### config.mk
export PLATFORM = sky130hd
export DESIGN_NAME = bicycle_model_dead_reckoning_core_flat
export DESIGN_NICKNAME = d
export VERILOG_FILES = /design/src/design/bmdr_pkg.sv /design/src/design/bmdr_if.sv /design/src/design/bicycle_model_dead_reckoning_core.sv /design/src/flat_wrapper.sv
export SDC_FILE = /design/constraint.sdc
export NUM_CORES = 2
export LEC_CHECK = 0
export BUFFER_PORTS_ARGS = -buffer_cell sky130_fd_sc_hd__buf_4
export CORE_ASPECT_RATIO = 0.8
export CORE_MARGIN = 2
export CORE_UTILIZATION = 43
export DETAILED_ROUTE_END_ITERATION = 10
export GPL_TIMING_DRIVEN = 0
export SKIP_CTS_REPAIR_TIMING = 1
export SLEW_MARGIN = 30
export SYNTH_ARGS = -nofsm -noshare
export SYNTH_HDL_FRONTEND = slang
export SYNTH_SLANG_ARGS = --single-unit
### constraint.sdc
create_clock -name clock -period 16.5 [get_ports clock]
set_input_delay 0 -clock clock [delete_from_list [all_inputs] [get_ports clock]]
set_output_delay 0 -clock clock [all_outputs]
set_load 0.01 [all_outputs]
### src/design/bmdr_pkg.sv
// ----------------------------------------------------------------------------
// bmdr_pkg
// Shared types, field widths and constants of the bicycle-model odometry core.
// ----------------------------------------------------------------------------
`default_nettype none

package bmdr_pkg;

   localparam int SPEED_W   = 16;
   localparam int STEER_W   = 15;
   localparam int TIME_W    = 20;
   localparam int POS_OUT_W = 40;
   localparam int HEAD_W    = 16;
   localparam int WB_W      = 13;

   localparam int MUL_A_W   = 48;
   localparam int MUL_B_W   = 32;
   localparam int MUL_P_W   = MUL_A_W + MUL_B_W;
   localparam int DIV_N_W   = 64;
   localparam int DIV_D_W   = 44;
   localparam int COR_W     = 34;
   localparam int DIFF_W    = COR_W + 1;
   localparam int DELTA_W   = 50;
   localparam int S_MAG_W   = 27;
   localparam int FRAC_W    = 20;

   localparam logic [WB_W-1:0]          WB_RESET    = 13'd1200;
   localparam logic [FRAC_W-1:0]        TURN_SCALE  = 20'd683565;
   localparam logic signed [COR_W-1:0]  CORDIC_GAIN = 34'sd652032874;
   localparam logic signed [COR_W-1:0]  MIN_SIN     = 34'sd128;
   localparam logic [DIV_D_W-1:0]       UM_PER_MM   = 44'd1000;
   localparam logic [DIV_N_W-1:0]       HALF_MM     = 64'd500;

   typedef enum logic [4:0] {
      S_IDLE,
      S_PMUL,
      S_SDIV,
      S_SCOR,
      S_DEN,
      S_NUM,
      S_QDIV,
      S_RTS,
      S_FDIV,
      S_QTS,
      S_C0,
      S_C1,
      S_LK,
      S_LKC,
      S_RDIV,
      S_DX,
      S_DY,
      S_UPD
   } state_type;

   typedef enum logic [1:0] {
      UNIT_NONE,
      UNIT_MUL,
      UNIT_DIV,
      UNIT_COR
   } unit_type;

   // arctangent of 2^-k as a 32-bit binary angle
   function automatic logic [31:0] atan_entry(input logic [4:0] k);
      logic [31:0] a;
      unique case (k)
         5'd0:  a = 32'h20000000;
         5'd1:  a = 32'h12E4051E;
         5'd2:  a = 32'h09FB385B;
         5'd3:  a = 32'h051111D4;
         5'd4:  a = 32'h028B0D43;
         5'd5:  a = 32'h0145D7E1;
         5'd6:  a = 32'h00A2F61E;
         5'd7:  a = 32'h00517C55;
         5'd8:  a = 32'h0028BE53;
         5'd9:  a = 32'h00145F2F;
         5'd10: a = 32'h000A2F98;
         5'd11: a = 32'h000517CC;
         5'd12: a = 32'h00028BE6;
         5'd13: a = 32'h000145F3;
         5'd14: a = 32'h0000A2FA;
         5'd15: a = 32'h0000517D;
         5'd16: a = 32'h000028BE;
         5'd17: a = 32'h0000145F;
         5'd18: a = 32'h00000A30;
         5'd19: a = 32'h00000518;
         5'd20: a = 32'h0000028C;
         5'd21: a = 32'h00000146;
         5'd22: a = 32'h000000A3;
         5'd23: a = 32'h00000051;
         5'd24: a = 32'h00000029;
         5'd25: a = 32'h00000014;
         5'd26: a = 32'h0000000A;
         5'd27: a = 32'h00000005;
         5'd28: a = 32'h00000003;
         5'd29: a = 32'h00000001;
         5'd30: a = 32'h00000001;
         5'd31: a = 32'h00000000;
      endcase
      return a;
   endfunction

endpackage

`default_nettype wire

### src/design/bmdr_if.sv
// ----------------------------------------------------------------------------
// bmdr channel interfaces
// Valid/ready channels for drive commands and pose results.
// ----------------------------------------------------------------------------
`default_nettype none

interface bmdr_req_if import bmdr_pkg::*; ();
   logic                      valid;
   logic                      ready;
   logic signed [SPEED_W-1:0] speed_mm_s;
   logic signed [STEER_W-1:0] steer_angle;
   logic [TIME_W-1:0]         elapsed_us;

   modport source (output valid, output speed_mm_s, output steer_angle,
                   output elapsed_us, input ready);
   modport sink   (input valid, input speed_mm_s, input steer_angle,
                   input elapsed_us, output ready);
endinterface

interface bmdr_rsp_if import bmdr_pkg::*; ();
   logic                        valid;
   logic                        ready;
   logic signed [POS_OUT_W-1:0] pos_x_um;
   logic signed [POS_OUT_W-1:0] pos_y_um;
   logic [HEAD_W-1:0]           heading_angle;
   logic                        saturated;

   modport source (output valid, output pos_x_um, output pos_y_um,
                   output heading_angle, output saturated, input ready);
   modport sink   (input valid, input pos_x_um, input pos_y_um,
                   input heading_angle, input saturated, output ready);
endinterface

`default_nettype wire

### src/design/bicycle_model_dead_reckoning_core.sv
// ----------------------------------------------------------------------------
// bicycle_model_dead_reckoning_core
// Fixed-point bicycle-model pose integrator with serial arithmetic units.
// ----------------------------------------------------------------------------
// Each drive command (speed, steering, elapsed time) advances the stored pose
// along a straight line or an exact arc and returns the new pose. One command
// is worked at a time by a sequencer over three shared serial units: a
// shift-add multiplier (one multiplier bit per cycle), a restoring divider
// (one quotient bit per cycle) and a CORDIC rotator (CORDIC_STEPS iterations).
// A straight move takes 3 multiplies, 1 divide and 1 rotation; an arc takes
// 9 multiplies, 4 divides and 3 rotations. The next command is taken while
// the previous pose still waits on the result channel. The wheelbase register
// is written through csr_wr_en/csr_wr_data; the user must write it only while
// no command is open, as the block itself does not enforce this.
`default_nettype none

module bicycle_model_dead_reckoning_core import bmdr_pkg::*; #(
   parameter int POSITION_BITS = 40,
   parameter int CORDIC_STEPS  = 16
) (
   input  wire logic            clock,
   input  wire logic            reset,
   input  wire logic            csr_wr_en,
   input  wire logic [WB_W-1:0] csr_wr_data,
   bmdr_req_if.sink             req_chan,
   bmdr_rsp_if.source           rsp_chan
);

   localparam int SUM_W = ((POSITION_BITS > DELTA_W) ? POSITION_BITS : DELTA_W) + 1;
   localparam int CNT_W = 7;
   localparam logic [CNT_W-1:0] MUL_STEPS = CNT_W'(MUL_B_W);
   localparam logic [CNT_W-1:0] DIV_STEPS = CNT_W'(DIV_N_W);
   localparam logic [CNT_W-1:0] COR_STEPS = CNT_W'(CORDIC_STEPS);
   localparam logic signed [SUM_W-1:0] POS_HI =
      {{(SUM_W-POSITION_BITS+1){1'b0}}, {(POSITION_BITS-1){1'b1}}};
   localparam logic signed [SUM_W-1:0] POS_LO = ~POS_HI;

   // sequencer and command state
   state_type                   state_ff, state_in;
   logic [CNT_W-1:0]            cnt_ff, cnt_in;
   logic [WB_W-1:0]             wb_ff, wb_in;
   logic                        v_neg_ff, v_neg_in;
   logic                        st_neg_ff, st_neg_in;
   logic [13:0]                 st_mag_ff, st_mag_in;
   logic [S_MAG_W-1:0]          s_mag_ff, s_mag_in;
   logic [30:0]                 cs_ff, cs_in;
   logic [30:0]                 ss_ff, ss_in;
   logic [DIV_D_W-1:0]          den_ff, den_in;
   logic [DIV_N_W-1:0]          q_ff, q_in;
   logic [FRAC_W-1:0]           frac_ff, frac_in;
   logic                        turn_ff, turn_in;
   logic [31:0]                 end_ff, end_in;
   logic signed [COR_W-1:0]     c0_ff, c0_in, s0_ff, s0_in;
   logic signed [DIFF_W-1:0]    ds_ff, ds_in, dc_ff, dc_in;
   logic [MUL_A_W-1:0]          r_mag_ff, r_mag_in;
   logic signed [DELTA_W-1:0]   dx_ff, dx_in, dy_ff, dy_in;

   // pose and result
   logic signed [POSITION_BITS-1:0] pose_x_ff, pose_x_in, pose_y_ff, pose_y_in;
   logic [HEAD_W-1:0]           heading_ff, heading_in;
   logic                        clip_ff, clip_in;
   logic                        rsp_valid_ff, rsp_valid_in;

   // serial units
   logic [MUL_A_W-1:0]          mul_a_ff, mul_a_in;
   logic [MUL_B_W-1:0]          mul_b_ff, mul_b_in;
   logic [MUL_P_W-1:0]          mul_acc_ff, mul_acc_in;
   logic                        mul_neg_ff, mul_neg_in;
   logic [DIV_N_W-1:0]          div_quo_ff, div_quo_in;
   logic [DIV_D_W-1:0]          div_rem_ff, div_rem_in;
   logic [DIV_D_W-1:0]          div_den_ff, div_den_in;
   logic signed [COR_W-1:0]     cor_x_ff, cor_x_in, cor_y_ff, cor_y_in;
   logic signed [COR_W-1:0]     cor_z_ff, cor_z_in;
   logic                        cor_flip_ff, cor_flip_in;

   unit_type                    unit_sel;
   logic                        cnt_zero, out_free, pre_turn, sin_ok, turn_ok;
   logic [WB_W-1:0]             wb_eff;
   logic [SPEED_W-1:0]          v_abs;
   logic [STEER_W-1:0]          st_abs;
   logic [31:0]                 th_q;

   // unit step logic
   logic [MUL_A_W:0]            mul_sum;
   logic [MUL_P_W-1:0]          mul_step_acc, mul_rnd;
   logic [DELTA_W-2:0]          mul_mag;
   logic signed [DELTA_W-1:0]   mul_delta;
   logic [DIV_D_W:0]            div_trial, div_diff;
   logic                        div_fit;
   logic [CNT_W-1:0]            cor_idx;
   logic [4:0]                  cor_k;
   logic signed [COR_W-1:0]     cor_xs, cor_ys, cor_atan, cor_c, cor_s, cor_c_abs;
   logic signed [COR_W-1:0]     s0_abs, cor_z0;
   logic [30:0]                 cs_clamp;
   logic [31:0]                 cor_ang, cor_ang2;
   logic                        cor_flip0;
   logic signed [DIFF_W-1:0]    ds_abs, dc_abs;
   logic [31:0]                 dq_mag, dq_signed, head_sum;
   logic signed [SUM_W-1:0]     sum_x, sum_y;
   logic signed [POSITION_BITS-1:0] sat_x, sat_y;
   logic                        clip_x, clip_y;
   logic signed [63:0]          pose_x64, pose_y64;

   assign cnt_zero = (cnt_ff == '0);
   assign out_free = !rsp_valid_ff || rsp_chan.ready;
   assign wb_eff   = (wb_ff == '0) ? WB_W'(1) : wb_ff;
   assign th_q     = {heading_ff, 16'b0};
   assign v_abs    = req_chan.speed_mm_s[SPEED_W-1] ? SPEED_W'(-req_chan.speed_mm_s)
                                                    : SPEED_W'(req_chan.speed_mm_s);
   assign st_abs   = req_chan.steer_angle[STEER_W-1] ? STEER_W'(-req_chan.steer_angle)
                                                     : STEER_W'(req_chan.steer_angle);

   // multiplier: right-shifting accumulator, one bit of b per cycle
   assign mul_sum      = {1'b0, mul_acc_ff[MUL_P_W-1:MUL_B_W]}
                       + (mul_b_ff[0] ? {1'b0, mul_a_ff} : '0);
   assign mul_step_acc = {mul_sum, mul_acc_ff[MUL_B_W-1:1]};
   assign mul_rnd      = mul_acc_ff + (MUL_P_W'(1) << 29);
   assign mul_mag      = mul_rnd[30 +: DELTA_W-1];
   assign mul_delta    = mul_neg_ff ? -$signed({1'b0, mul_mag}) : $signed({1'b0, mul_mag});

   // restoring divider
   assign div_trial = {div_rem_ff, div_quo_ff[DIV_N_W-1]};
   assign div_fit   = (div_trial >= {1'b0, div_den_ff});
   assign div_diff  = div_trial - {1'b0, div_den_ff};

   // cordic rotator
   assign cor_idx   = COR_STEPS - cnt_ff;
   assign cor_k     = cor_idx[4:0];
   assign cor_xs    = cor_x_ff >>> cor_k;
   assign cor_ys    = cor_y_ff >>> cor_k;
   assign cor_atan  = $signed({2'b00, atan_entry(cor_k)});
   assign cor_c     = cor_flip_ff ? -cor_x_ff : cor_x_ff;
   assign cor_s     = cor_flip_ff ? -cor_y_ff : cor_y_ff;
   assign cor_c_abs = cor_c[COR_W-1] ? -cor_c : cor_c;
   assign s0_abs    = s0_ff[COR_W-1] ? -s0_ff : s0_ff;
   assign cs_clamp  = (cor_c < 34'sd1) ? 31'd1 : cor_c[30:0];
   assign ds_abs    = ds_ff[DIFF_W-1] ? -ds_ff : ds_ff;
   assign dc_abs    = dc_ff[DIFF_W-1] ? -dc_ff : dc_ff;

   // rotation start angle, folded into the right half plane
   always_comb begin
      unique case (state_ff)
         S_SDIV:  cor_ang = pre_turn ? {2'b00, st_mag_ff, 16'b0} : th_q;
         S_C0:    cor_ang = end_ff;
         default: cor_ang = th_q;
      endcase
   end
   assign cor_flip0 = cor_ang[31] ^ cor_ang[30];
   assign cor_ang2  = cor_flip0 ? {~cor_ang[31], cor_ang[30:0]} : cor_ang;
   assign cor_z0    = COR_W'($signed(cor_ang2));

   assign pre_turn  = (st_mag_ff != '0) && (div_quo_ff != '0);
   assign sin_ok    = (cor_s >= MIN_SIN);
   assign turn_ok   = (q_ff != '0) || (frac_ff != '0);
   assign dq_mag    = mul_acc_ff[31:0] + 32'(frac_ff);
   assign dq_signed = (v_neg_ff != st_neg_ff) ? (32'd0 - dq_mag) : dq_mag;
   assign head_sum  = end_ff + 32'h0000_8000;

   // saturating position update
   assign sum_x  = SUM_W'(pose_x_ff) + SUM_W'(dx_ff);
   assign sum_y  = SUM_W'(pose_y_ff) + SUM_W'(dy_ff);
   assign clip_x = (sum_x > POS_HI) || (sum_x < POS_LO);
   assign clip_y = (sum_y > POS_HI) || (sum_y < POS_LO);
   assign sat_x  = (sum_x > POS_HI) ? POS_HI[POSITION_BITS-1:0] :
                   (sum_x < POS_LO) ? POS_LO[POSITION_BITS-1:0] : sum_x[POSITION_BITS-1:0];
   assign sat_y  = (sum_y > POS_HI) ? POS_HI[POSITION_BITS-1:0] :
                   (sum_y < POS_LO) ? POS_LO[POSITION_BITS-1:0] : sum_y[POSITION_BITS-1:0];

   always_comb begin
      unique case (state_ff)
         S_PMUL, S_DEN, S_NUM, S_RTS, S_QTS, S_LK, S_LKC, S_DX, S_DY: unit_sel = UNIT_MUL;
         S_SDIV, S_QDIV, S_FDIV, S_RDIV:                              unit_sel = UNIT_DIV;
         S_SCOR, S_C0, S_C1:                                          unit_sel = UNIT_COR;
         default:                                                     unit_sel = UNIT_NONE;
      endcase
   end

   // next state
   always_comb begin
      state_in = state_ff;
      unique case (state_ff)
         S_IDLE: if (req_chan.valid) state_in = S_PMUL;
         S_PMUL: if (cnt_zero) state_in = S_SDIV;
         S_SDIV: if (cnt_zero) state_in = pre_turn ? S_SCOR : S_C0;
         S_SCOR: if (cnt_zero) state_in = sin_ok ? S_DEN : S_C0;
         S_DEN:  if (cnt_zero) state_in = S_NUM;
         S_NUM:  if (cnt_zero) state_in = S_QDIV;
         S_QDIV: if (cnt_zero) state_in = S_RTS;
         S_RTS:  if (cnt_zero) state_in = S_FDIV;
         S_FDIV: if (cnt_zero) state_in = S_QTS;
         S_QTS:  if (cnt_zero) state_in = S_C0;
         S_C0:   if (cnt_zero) state_in = turn_ff ? S_C1 : S_DX;
         S_C1:   if (cnt_zero) state_in = S_LK;
         S_LK:   if (cnt_zero) state_in = S_LKC;
         S_LKC:  if (cnt_zero) state_in = S_RDIV;
         S_RDIV: if (cnt_zero) state_in = S_DX;
         S_DX:   if (cnt_zero) state_in = S_DY;
         S_DY:   if (cnt_zero) state_in = S_UPD;
         S_UPD:  if (out_free) state_in = S_IDLE;
         default: state_in = S_IDLE;
      endcase
   end

   assign req_chan.ready = (state_ff == S_IDLE);

   // datapath
   always_comb begin
      cnt_in      = cnt_ff;
      wb_in       = csr_wr_en ? csr_wr_data : wb_ff;
      v_neg_in    = v_neg_ff;
      st_neg_in   = st_neg_ff;
      st_mag_in   = st_mag_ff;
      s_mag_in    = s_mag_ff;
      cs_in       = cs_ff;
      ss_in       = ss_ff;
      den_in      = den_ff;
      q_in        = q_ff;
      frac_in     = frac_ff;
      turn_in     = turn_ff;
      end_in      = end_ff;
      c0_in       = c0_ff;
      s0_in       = s0_ff;
      ds_in       = ds_ff;
      dc_in       = dc_ff;
      r_mag_in    = r_mag_ff;
      dx_in       = dx_ff;
      dy_in       = dy_ff;
      pose_x_in   = pose_x_ff;
      pose_y_in   = pose_y_ff;
      heading_in  = heading_ff;
      clip_in     = clip_ff;
      rsp_valid_in = (rsp_valid_ff && rsp_chan.ready) ? 1'b0 : rsp_valid_ff;
      mul_a_in    = mul_a_ff;
      mul_b_in    = mul_b_ff;
      mul_acc_in  = mul_acc_ff;
      mul_neg_in  = mul_neg_ff;
      div_quo_in  = div_quo_ff;
      div_rem_in  = div_rem_ff;
      div_den_in  = div_den_ff;
      cor_x_in    = cor_x_ff;
      cor_y_in    = cor_y_ff;
      cor_z_in    = cor_z_ff;
      cor_flip_in = cor_flip_ff;

      if (!cnt_zero) begin
         cnt_in = cnt_ff - CNT_W'(1);
         unique case (unit_sel)
            UNIT_MUL: begin
               mul_acc_in = mul_step_acc;
               mul_b_in   = mul_b_ff >> 1;
            end
            UNIT_DIV: begin
               div_rem_in = div_fit ? div_diff[DIV_D_W-1:0] : div_trial[DIV_D_W-1:0];
               div_quo_in = {div_quo_ff[DIV_N_W-2:0], div_fit};
            end
            UNIT_COR: begin
               if (!cor_z_ff[COR_W-1]) begin
                  cor_x_in = cor_x_ff - cor_ys;
                  cor_y_in = cor_y_ff + cor_xs;
                  cor_z_in = cor_z_ff - cor_atan;
               end else begin
                  cor_x_in = cor_x_ff + cor_ys;
                  cor_y_in = cor_y_ff - cor_xs;
                  cor_z_in = cor_z_ff + cor_atan;
               end
            end
            default: begin
            end
         endcase
      end else begin
         unique case (state_ff)
            S_IDLE: begin
               if (req_chan.valid) begin
                  v_neg_in   = req_chan.speed_mm_s[SPEED_W-1];
                  st_neg_in  = req_chan.steer_angle[STEER_W-1];
                  // a full right-angle lock is clamped one step short
                  st_mag_in  = st_abs[STEER_W-1] ? 14'h3FFF : st_abs[13:0];
                  turn_in    = 1'b0;
                  mul_a_in   = MUL_A_W'(v_abs);
                  mul_b_in   = MUL_B_W'(req_chan.elapsed_us);
                  mul_neg_in = 1'b0;
                  mul_acc_in = '0;
                  cnt_in     = MUL_STEPS;
               end
            end
            S_PMUL: begin
               div_quo_in = mul_acc_ff[DIV_N_W-1:0] + HALF_MM;
               div_rem_in = '0;
               div_den_in = UM_PER_MM;
               cnt_in     = DIV_STEPS;
            end
            S_SDIV: begin
               s_mag_in    = div_quo_ff[S_MAG_W-1:0];
               cor_x_in    = CORDIC_GAIN;
               cor_y_in    = '0;
               cor_z_in    = cor_z0;
               cor_flip_in = cor_flip0;
               cnt_in      = COR_STEPS;
            end
            S_SCOR: begin
               cs_in = cs_clamp;
               ss_in = cor_s[30:0];
               if (sin_ok) begin
                  mul_a_in   = MUL_A_W'(cs_clamp);
                  mul_b_in   = MUL_B_W'(wb_eff);
                  mul_neg_in = 1'b0;
                  mul_acc_in = '0;
                  cnt_in     = MUL_STEPS;
               end else begin
                  // radius beyond range: go straight
                  cor_x_in    = CORDIC_GAIN;
                  cor_y_in    = '0;
                  cor_z_in    = cor_z0;
                  cor_flip_in = cor_flip0;
                  cnt_in      = COR_STEPS;
               end
            end
            S_DEN: begin
               den_in     = mul_acc_ff[DIV_D_W-1:0];
               mul_a_in   = MUL_A_W'(s_mag_ff);
               mul_b_in   = MUL_B_W'(ss_ff);
               mul_acc_in = '0;
               cnt_in     = MUL_STEPS;
            end
            S_NUM: begin
               div_quo_in = mul_acc_ff[DIV_N_W-1:0];
               div_rem_in = '0;
               div_den_in = den_ff;
               cnt_in     = DIV_STEPS;
            end
            S_QDIV: begin
               q_in       = div_quo_ff;
               mul_a_in   = MUL_A_W'(div_rem_ff);
               mul_b_in   = MUL_B_W'(TURN_SCALE);
               mul_acc_in = '0;
               cnt_in     = MUL_STEPS;
            end
            S_RTS: begin
               div_quo_in = mul_acc_ff[DIV_N_W-1:0];
               div_rem_in = '0;
               div_den_in = den_ff;
               cnt_in     = DIV_STEPS;
            end
            S_FDIV: begin
               frac_in    = div_quo_ff[FRAC_W-1:0];
               // only the low word of q times the scale survives the wrap
               mul_a_in   = q_ff[MUL_A_W-1:0];
               mul_b_in   = MUL_B_W'(TURN_SCALE);
               mul_acc_in = '0;
               cnt_in     = MUL_STEPS;
            end
            S_QTS: begin
               turn_in     = turn_ok;
               end_in      = th_q + dq_signed;
               cor_x_in    = CORDIC_GAIN;
               cor_y_in    = '0;
               cor_z_in    = cor_z0;
               cor_flip_in = cor_flip0;
               cnt_in      = COR_STEPS;
            end
            S_C0: begin
               c0_in = cor_c;
               s0_in = cor_s;
               if (turn_ff) begin
                  cor_x_in    = CORDIC_GAIN;
                  cor_y_in    = '0;
                  cor_z_in    = cor_z0;
                  cor_flip_in = cor_flip0;
                  cnt_in      = COR_STEPS;
               end else begin
                  mul_a_in   = MUL_A_W'(s_mag_ff);
                  mul_b_in   = cor_c_abs[MUL_B_W-1:0];
                  mul_neg_in = v_neg_ff ^ cor_c[COR_W-1];
                  mul_acc_in = '0;
                  cnt_in     = MUL_STEPS;
               end
            end
            S_C1: begin
               ds_in      = DIFF_W'(cor_s) - DIFF_W'(s0_ff);
               dc_in      = DIFF_W'(c0_ff) - DIFF_W'(cor_c);
               mul_a_in   = MUL_A_W'(wb_eff);
               mul_b_in   = MUL_B_W'(UM_PER_MM);
               mul_neg_in = 1'b0;
               mul_acc_in = '0;
               cnt_in     = MUL_STEPS;
            end
            S_LK: begin
               mul_a_in   = mul_acc_ff[MUL_A_W-1:0];
               mul_b_in   = MUL_B_W'(cs_ff);
               mul_acc_in = '0;
               cnt_in     = MUL_STEPS;
            end
            S_LKC: begin
               div_quo_in = mul_acc_ff[DIV_N_W-1:0];
               div_rem_in = '0;
               div_den_in = DIV_D_W'(ss_ff);
               cnt_in     = DIV_STEPS;
            end
            S_RDIV: begin
               r_mag_in   = div_quo_ff[MUL_A_W-1:0];
               mul_a_in   = div_quo_ff[MUL_A_W-1:0];
               mul_b_in   = ds_abs[MUL_B_W-1:0];
               mul_neg_in = st_neg_ff ^ ds_ff[DIFF_W-1];
               mul_acc_in = '0;
               cnt_in     = MUL_STEPS;
            end
            S_DX: begin
               dx_in      = mul_delta;
               mul_acc_in = '0;
               cnt_in     = MUL_STEPS;
               if (turn_ff) begin
                  mul_a_in   = r_mag_ff;
                  mul_b_in   = dc_abs[MUL_B_W-1:0];
                  mul_neg_in = st_neg_ff ^ dc_ff[DIFF_W-1];
               end else begin
                  mul_a_in   = MUL_A_W'(s_mag_ff);
                  mul_b_in   = s0_abs[MUL_B_W-1:0];
                  mul_neg_in = v_neg_ff ^ s0_ff[COR_W-1];
               end
            end
            S_DY: begin
               dy_in = mul_delta;
            end
            S_UPD: begin
               if (out_free) begin
                  pose_x_in    = sat_x;
                  pose_y_in    = sat_y;
                  clip_in      = clip_x || clip_y;
                  rsp_valid_in = 1'b1;
                  if (turn_ff) begin
                     heading_in = head_sum[31:16];
                  end
               end
            end
            default: begin
            end
         endcase
      end
   end

   always_ff @(posedge clock) begin
      if (reset) begin
         state_ff     <= S_IDLE;
         cnt_ff       <= '0;
         wb_ff        <= WB_RESET;
         pose_x_ff    <= '0;
         pose_y_ff    <= '0;
         heading_ff   <= '0;
         clip_ff      <= 1'b0;
         turn_ff      <= 1'b0;
         rsp_valid_ff <= 1'b0;
      end else begin
         state_ff     <= state_in;
         cnt_ff       <= cnt_in;
         wb_ff        <= wb_in;
         pose_x_ff    <= pose_x_in;
         pose_y_ff    <= pose_y_in;
         heading_ff   <= heading_in;
         clip_ff      <= clip_in;
         turn_ff      <= turn_in;
         rsp_valid_ff <= rsp_valid_in;
      end
   end

   always_ff @(posedge clock) begin
      v_neg_ff    <= v_neg_in;
      st_neg_ff   <= st_neg_in;
      st_mag_ff   <= st_mag_in;
      s_mag_ff    <= s_mag_in;
      cs_ff       <= cs_in;
      ss_ff       <= ss_in;
      den_ff      <= den_in;
      q_ff        <= q_in;
      frac_ff     <= frac_in;
      end_ff      <= end_in;
      c0_ff       <= c0_in;
      s0_ff       <= s0_in;
      ds_ff       <= ds_in;
      dc_ff       <= dc_in;
      r_mag_ff    <= r_mag_in;
      dx_ff       <= dx_in;
      dy_ff       <= dy_in;
      mul_a_ff    <= mul_a_in;
      mul_b_ff    <= mul_b_in;
      mul_acc_ff  <= mul_acc_in;
      mul_neg_ff  <= mul_neg_in;
      div_quo_ff  <= div_quo_in;
      div_rem_ff  <= div_rem_in;
      div_den_ff  <= div_den_in;
      cor_x_ff    <= cor_x_in;
      cor_y_ff    <= cor_y_in;
      cor_z_ff    <= cor_z_in;
      cor_flip_ff <= cor_flip_in;
   end

   assign pose_x64               = 64'(pose_x_ff);
   assign pose_y64               = 64'(pose_y_ff);
   assign rsp_chan.valid         = rsp_valid_ff;
   assign rsp_chan.pos_x_um      = pose_x64[POS_OUT_W-1:0];
   assign rsp_chan.pos_y_um      = pose_y64[POS_OUT_W-1:0];
   assign rsp_chan.heading_angle = heading_ff;
   assign rsp_chan.saturated     = clip_ff;

   a_accept_starts: assert property (@(posedge clock) disable iff (reset)
      (req_chan.valid && req_chan.ready) |=> (state_ff == S_PMUL))
      else $error("accepted transaction did not start the sequencer");

   a_div_nonzero: assert property (@(posedge clock) disable iff (reset)
      (unit_sel == UNIT_DIV) |-> (div_den_ff != '0))
      else $error("divider running with a zero divisor");

   a_result_posted: assert property (@(posedge clock) disable iff (reset)
      (state_ff == S_UPD && out_free) |=> (rsp_valid_ff && state_ff == S_IDLE))
      else $error("pose update did not post a result");

   a_straight_heading: assert property (@(posedge clock) disable iff (reset)
      (state_ff == S_UPD && out_free && !turn_ff) |=> $stable(heading_ff))
      else $error("heading changed on a straight move");

endmodule

`default_nettype wire
### src/flat_wrapper.sv
// flat-port wrapper written by rule: the top's interface ports become plain ports
module bicycle_model_dead_reckoning_core_flat import bmdr_pkg::*;
#(
   parameter int POSITION_BITS = 40,
   parameter int CORDIC_STEPS  = 16
)
  (clock, reset, csr_wr_en, csr_wr_data, req_chan_valid, req_chan_speed_mm_s, req_chan_steer_angle, req_chan_elapsed_us, req_chan_ready, rsp_chan_valid, rsp_chan_pos_x_um, rsp_chan_pos_y_um, rsp_chan_heading_angle, rsp_chan_saturated, rsp_chan_ready);
  bmdr_req_if req_chan_i ();
  bmdr_rsp_if rsp_chan_i ();
  input  wire logic clock;
  input  wire logic reset;
  input  wire logic csr_wr_en;
  input  wire logic [WB_W-1:0] csr_wr_data;
  input wire logic [$bits(req_chan_i.valid)-1:0] req_chan_valid;
  input wire logic [$bits(req_chan_i.speed_mm_s)-1:0] req_chan_speed_mm_s;
  input wire logic [$bits(req_chan_i.steer_angle)-1:0] req_chan_steer_angle;
  input wire logic [$bits(req_chan_i.elapsed_us)-1:0] req_chan_elapsed_us;
  output wire logic [$bits(req_chan_i.ready)-1:0] req_chan_ready;
  output wire logic [$bits(rsp_chan_i.valid)-1:0] rsp_chan_valid;
  output wire logic [$bits(rsp_chan_i.pos_x_um)-1:0] rsp_chan_pos_x_um;
  output wire logic [$bits(rsp_chan_i.pos_y_um)-1:0] rsp_chan_pos_y_um;
  output wire logic [$bits(rsp_chan_i.heading_angle)-1:0] rsp_chan_heading_angle;
  output wire logic [$bits(rsp_chan_i.saturated)-1:0] rsp_chan_saturated;
  input wire logic [$bits(rsp_chan_i.ready)-1:0] rsp_chan_ready;
  assign req_chan_i.valid = req_chan_valid;
  assign req_chan_i.speed_mm_s = req_chan_speed_mm_s;
  assign req_chan_i.steer_angle = req_chan_steer_angle;
  assign req_chan_i.elapsed_us = req_chan_elapsed_us;
  assign req_chan_ready = req_chan_i.ready;
  assign rsp_chan_valid = rsp_chan_i.valid;
  assign rsp_chan_pos_x_um = rsp_chan_i.pos_x_um;
  assign rsp_chan_pos_y_um = rsp_chan_i.pos_y_um;
  assign rsp_chan_heading_angle = rsp_chan_i.heading_angle;
  assign rsp_chan_saturated = rsp_chan_i.saturated;
  assign rsp_chan_i.ready = rsp_chan_ready;
  bicycle_model_dead_reckoning_core #(.POSITION_BITS(POSITION_BITS), .CORDIC_STEPS(CORDIC_STEPS)) u_core (.clock(clock), .reset(reset), .csr_wr_en(csr_wr_en), .csr_wr_data(csr_wr_data), .req_chan(req_chan_i), .rsp_chan(rsp_chan_i));
endmodule
# After elaboration in Yosys (flattened, before gate mapping)
# Memories as Yosys holds them, arrays and structs flattened. A register that Yosys moved wholly into a read port is not among the register bits.
# Index checks and enable logic that the tools add are counted.
dict set report word_totals {
  ff_bits 1091
  romBits 1024
  input_bits 69
  out_inout_bits 99
  word_cells 298
  n_memories 2
}
dict set report classes {
  addsub 29
  n_lt_le_gt_ge 7
  eq_ne 54
  n_shift 2
  n_mux 106
  n_bitwise 6
  n_reduce_logical 55
}
# memory words width read_ports rd_ports_with_merged_regs write_ports line_no
set mem_list {}
lappend mem_list {{(no name shown)} 32 30 1 0 0 bmdr_pkg.sv:65} ;# unique case (k)
lappend mem_list {{(no name shown)} 32 2 1 1 0 bicycle_model_dead_reckoning_core.sv:170} ;# unique case (state_ff)
# op count
set ops {}
lappend ops {{$mux W34} 17}
lappend ops {{$pmux W48 S10} 1}
lappend ops {{$mux W32} 13}
lappend ops {{$mux W80} 5}
lappend ops {{$pmux W80 S4} 1}
lappend ops {{$pmux W34 S3} 3}
lappend ops {{$pmux W32 S9} 1}
lappend ops {{$mux W48} 5}
lappend ops {{$mux W44} 4}
lappend ops {{$mux W40} 4}
lappend ops {{$pmux W44 S3} 1}
lappend ops {{$mux W64} 2}
lappend ops {{$neg A32 Y32} 4}
lappend ops {{$pmux W64 S2} 1}
lappend ops {{$reduce_bool A64 Y1} 2}
lappend ops {{$add A40 B50 Y51} 2}
lappend ops {{$gt A51 B40 Y1 const B} 2}
lappend ops {{$lt A51 B40 Y1 const B} 2}
lappend ops {{$mux W5} 20}
lappend ops {{$pmux W5 S18} 1}
lappend ops {{$add A79 B30 Y79 const B} 1}
lappend ops {{$sub A34 B34 Y35} 2}
lappend ops {{$add A34 B34 Y34} 2}
lappend ops {{$neg A34 Y34} 2}
lappend ops {{other kinds (73)} 161}

# Logic depth before layout (Yosys ltp)
dict set report depth {
  depth_word 9
  depth_mapped 42
  ltp_nobuf 30
}

# Worst setup path before layout
# OpenSTA, ideal clock, no wires.
dict set report synth_timing {
  kind {register to register}
  from {reg u_core.cnt_ff[0]}
  to {reg u_core.cor_x_ff[33] (data pin)}
  arrival_time_ns 9.535
  required_ns 16.234
  path_slack_ns 6.699
  path_stages_with_launch 40
  n_path_buf 15
  period_less_slack_ns 9.801
  cell_sequence {dfxtp_1 -> buf_2 -> buf_2 -> inv_1 -> buf_2 -> clkbuf_1 -> buf_2 -> buf_1 -> ha_1 -> clkbuf_1 -> inv_1 -> ha_1 -> clkbuf_1 -> buf_2 -> buf_1 -> clkbuf_1 -> buf_2 -> buf_1 -> [4 not listed] -> ha_1 -> and3_1 -> and2_1 -> a21oi_1 -> xnor2_1 -> ha_1 -> a21o_1 -> a21o_1 -> a21oi_1 -> o21ai_0 -> o41ai_1 -> o211ai_1 -> o41a_1 -> a211o_1 -> a21oi_1 -> o21ai_0 -> xnor2_1 -> nor2_1}
}
dict set report synth_between {
  elab_chain_cells 6
  elab_cells_between_ends 8
}
# item line_no
set synth_rtl {}
lappend synth_rtl {{start: declaration} bicycle_model_dead_reckoning_core.sv:40} ;# logic [CNT_W-1:0] cnt_ff, cnt_in;
lappend synth_rtl {{start signal: assignment} bicycle_model_dead_reckoning_core.sv:454} ;# cnt_ff <= cnt_in;
lappend synth_rtl {{$sub A5 B5 Y5} bicycle_model_dead_reckoning_core.sv:127} ;# assign cor_idx = COR_STEPS - cnt_ff;
lappend synth_rtl {{$sshr A34 B5 Y34} bicycle_model_dead_reckoning_core.sv:130} ;# assign cor_ys = cor_y_ff >>> cor_k;
lappend synth_rtl {{$sub A34 B34 Y34 / $add A34 B34 Y34 (equally long branches)} {bicycle_model_dead_reckoning_core.sv:258, bicycle_model_dead_reckoning_core.sv:262}}
lappend synth_rtl {{$mux W34} bicycle_model_dead_reckoning_core.sv:257} ;# if (!cor_z_ff[COR_W-1]) begin
lappend synth_rtl {{$mux W34} bicycle_model_dead_reckoning_core.sv:247} ;# unique case (unit_sel)
lappend synth_rtl {{$mux W34 (*)} bicycle_model_dead_reckoning_core.sv:245} ;# if (!cnt_zero) begin
lappend synth_rtl {{end signal: assignment} bicycle_model_dead_reckoning_core.sv:490} ;# cor_x_ff <= cor_x_in;
lappend synth_rtl {{end: declaration} bicycle_model_dead_reckoning_core.sv:72} ;# logic signed [COR_W-1:0] cor_x_ff, cor_x_in, cor_y_ff, cor_y_in;
# Mark *: on every way between the ends. The rest lies on a longest branch, timed or not. The select of a mux whose other input is x is not followed.
# A chain may end at the register's enable or synchronous reset.

# Worst setup path in the final report
dict set report layout_timing {
  from {reg u_core.cnt_ff[0]}
  to {reg u_core.cor_x_ff[32] (data pin)}
}
# Same word-level chain as after synthesis.

==> key figures <==
Critical path
  • Reg2reg start: u_core.cnt_ff[0]$_SDFFE_PP0P_
  • Worst Path Required: 16.99 ns
  • Crit path capture type: flop
  • Crit path DAT: 15.92 ns
  • Crit path from: u_core.cnt_ff[0]$_SDFFE_PP0P_
  • Crit path to: u_core.cor_x_ff[32]$_SDFFCE_PP0P_
  • R2r setup slk: 1.08 ns
  • WP buf/inv: 17
  • Crit-path max cell delay: 0.86 ns
  • WS Path Type: flop to flop
  • Largest delay share family, worst path: buffers and inverters
  • Worst-path fanout max: 11
  • R2R cell count: 38
  • RR Endpoint: u_core.cor_x_ff[32]$_SDFFCE_PP0P_
  • Logic depth of the worst path, buffers included: 38
  • CP max-delay cell: clkbuf_1
  • CP Launch Type: flop
  • Cell mode on critical path: buf_2

Power and ir drop
  • Clock power share: 13.2%
  • NetSw: 11.5 mW
  • Cell Pwr Density: 260 nW/um2
  • Sequential fraction of design power: 22.4%
  • Internal power: 11.6 mW
  • Sw Share: 49.7%
  • VDD IR-drop max: 0.369 mV
  • LEAKAGE: 33.2 nW
  • Logic pwr share: 64.5%
  • Power Total: 23.2 mW

Routing
  • Antenna Nets Post-Route: 0
  • DRT iter0 DRCs: 10000
  • Final wirelength: 326000 um
  • Vias per cell: 6.37
  • DR WL/cell: 29.3 um
  • # DRC: 0
  • Pre-Repair DR Iteration Count: 8
  • Routed vias: 70922

Logic synthesis
  • Post-synth ARST share: 0%
  • Avg Inst Size Synth: 9.52 um2
  • Netlist cell types: 96
  • Ys Warns: 0
  • Net Count, Synth: 8669
  • Register bit total from synthesis: 1089
  • Post-synth EDFFs: 963
  • Post-synth top flop: edfxtp_1
  • Sequential fraction of the synthesis area: 40.4%
  • Post-Syn Instances: 8172
  • Post-Syn Area: 77800 um2

Clock tree
  • Clock Tree Buf Depth: 3
  • CTS tree: done
  • Reg clk slew, reported paths: 0.06 ns
  • # clock sinks: 1089
  • H-tree levels: 3
  • Clock latency on the worst-skew pair: 0.82 ns
  • CTS root buf: clkbuf_16
  • Cts bufs inserted: 119

Timing
  • Clock Skew: 0.0767 ns
  • Measured slew at the worst slew-check pin: 1.21 ns
  • Total Neg Setup Slack: 0 ns
  • Clock period minus worst slack: 15.42 ns
  • Final worst path period share: 93.5%
  • RSZ-0062 raised after global routing: no
  • Maximum clock rate: 0.0648 GHz
  • Setup Viol. Count Final: 0
  • Slew Viols, Final: 0
  • Slew headroom: 18.6%
  • Final Hold Viols: 0

Status
  • Outcome: complete, no violations

Final layout
  • Synthesis-to-layout area growth: 14.3%
  • Layout Nets: 9121
  • Most common cell after layout, fill and taps aside: edfxtp_1
  • Fillers: 16701
  • Commonest non-fill, non-tap cells in the layout: edfxtp_1, nand2_1, nor2_1
  • Post-route cell area: 88900 um2
  • Layout cell share with drive strength beyond 1: 8.56%

Global route
  • First-pass GRT wire length: 459000 um
  • Number of global-route vias before repair: 64503
  • Total GRT Usage: 34.0%
  • Initial antenna violation count: 29
  • Pin count of the biggest net entering global routing: 45
  • GRT Residual Overflow: 0

Die
  • Core Box Area: 180000 um2
  • Initial core utilization: 43.3%
  • Area of the die: 184000 um2
  • Row count: 139
  • Die Span X: 480 um
  • Die Ht: 384 um
  • Num ports: 168

Run
  • Max Cap Viol: 0

Placed design
  • Port buffer count: 166
  • Detailed Place HPWL: 258000 um
  • GPL Wtd Cong: 1.03
  • Placed inst area: 83500 um2

Hold path
  • Hold Crit Class: input pin to flop
[logic make-up after synthesis]
family	after synthesis	synth area share [%]
AND/OR/NAND/NOR	2515	15.4
adder cells (fa/ha/maj)	429	7.00
buffers and inverters	725	3.58
flip-flops	1089	40.4
XOR/XNOR	840	9.46
AO/OA/AOI/OAI	2270	18.9
multiplexers	304	5.29
[flip-flops by register name, indices dropped and copies added (netlist names), 40 cells and up]
signal / flops
u_core.mul_acc_ff: 80
u_core.div_quo_ff: 64
u_core.q_ff: 64
u_core.dx_ff: 50
u_core.dy_ff: 50
u_core.mul_a_ff: 48
u_core.r_mag_ff: 48
u_core.den_ff: 44
u_core.div_den_ff: 44
u_core.div_rem_ff: 44
u_core.rsp_chan.pos_x_um: 40
u_core.rsp_chan.pos_y_um: 40
[layer usage]
metal	up-vias	track usage [%]	share of wire [%]
met5	-	0	0.092
met4	18	11.9	4.1
met3	641	8.61	11
met2	4062	50.5	42
met1	34824	48.0	42
li1	31377	-	-
[worst min-delay path: stages]
cell and delay, ns:
buf_4 0.12, nor3_1 0.08, nand2_1 0.08, o31ai_1 0.08, xor2_1 0.17, a21oi_1 0.15
[synth_stat cells (37+ instances only)]
| cell type | number | share of area (%) |
|---|---|---|
| xor2_1 | 344 | 3.9 |
| buf_2 | 37 | 0.24 |
| mux4_2 | 81 | 2.3 |
| and3_1 | 75 | 0.60 |
| dfxtp_1 | 126 | 3.2 |
| xnor2_1 | 496 | 5.6 |
| a31oi_1 | 87 | 0.70 |
| mux2i_1 | 176 | 2.3 |
| a222oi_1 | 38 | 0.49 |
| inv_1 | 288 | 1.4 |
| o21ai_0 | 570 | 3.7 |
| nor2_1 | 690 | 3.3 |
| a21o_1 | 181 | 1.7 |
| nand2_1 | 758 | 3.7 |
| clkbuf_1 | 365 | 1.8 |
| a21oi_1 | 560 | 3.6 |
| nor4_1 | 83 | 0.67 |
| nand4_1 | 84 | 0.68 |
| o21a_1 | 57 | 0.55 |
| a221oi_1 | 58 | 0.65 |
| o211ai_1 | 45 | 0.43 |
| nor3_1 | 157 | 1.0 |
| a211oi_1 | 126 | 1.2 |
| a22oi_1 | 44 | 0.42 |
| nand3_1 | 161 | 1.0 |
| ha_1 | 417 | 6.7 |
| nand2b_1 | 91 | 0.73 |
| nor2b_1 | 74 | 0.59 |
| o21bai_1 | 68 | 0.66 |
| and2_1 | 149 | 1.2 |
| mux2_2 | 47 | 0.68 |
| edfxtp_1 | 963 | 37 |
| or3_1 | 52 | 0.42 |
| o31ai_1 | 89 | 0.86 |
[area by class of cell]
class	instances	area, um2	share of cell area, %
Clock buffer	155	3330	3.75
Multi-Input combinational cell	6358	44000	49.5
Antenna cell	7	17.5	0.0197
Inverter	290	1090	1.23
Timing Repair Buffer	331	3280	3.69
Tap cell	2397	3000	3.37
Buffer	435	1730	1.95
Clock inverter	71	1040	1.17
Sequential cell	1089	31400	35.4
[through the flow]
step	util (%)	setup slack, ns	hold slack, ns	std cells
after CTS	48.9	1.52	-0.616	11029
after global placement	45.7	0.837	0.196	10735
after global routing	49.5	0.723	0.00333	11127
final	49.5	1.08	0.00989	11133
after detailed placement	46.5	1.53	0.198	10803
after floorplan	-	6.70	0.0989	8172
[how the worst min path moves through the flow]
stage                                  start                            to  slack, ns  depth (start not counted)
floorplan           req_chan_steer_angle[14]    u_core.st_neg_ff$_DFFE_PP_        0.1                          0
detailed placement  req_chan_steer_angle[14]    u_core.st_neg_ff$_DFFE_PP_       0.20                          1
global placement    req_chan_steer_angle[14]    u_core.st_neg_ff$_DFFE_PP_       0.20                          1
finish                req_chan_speed_mm_s[1]  u_core.mul_a_ff[9]$_DFFE_PP_       0.01                          6
global route                  csr_wr_data[6]  u_core.wb_ff[6]$_SDFFE_PP0P_      0.003                          4
CTS                           csr_wr_data[5]  u_core.wb_ff[5]$_SDFFE_PP1P_      -0.62                          2
[power groups by stage]
stage                     registers, mW  logic (mW)  clock network, mW
after CTS                          5.14        14.5               3.06
after global routing               5.18        16.0               3.16
after floorplan                    4.78        9.96                  0
after global placement             5.27        14.0                  0
final                              5.18        14.9               3.05
after detailed placement           5.18        14.4                  0
No activity file was read; power rests on OpenSTA's default activity.
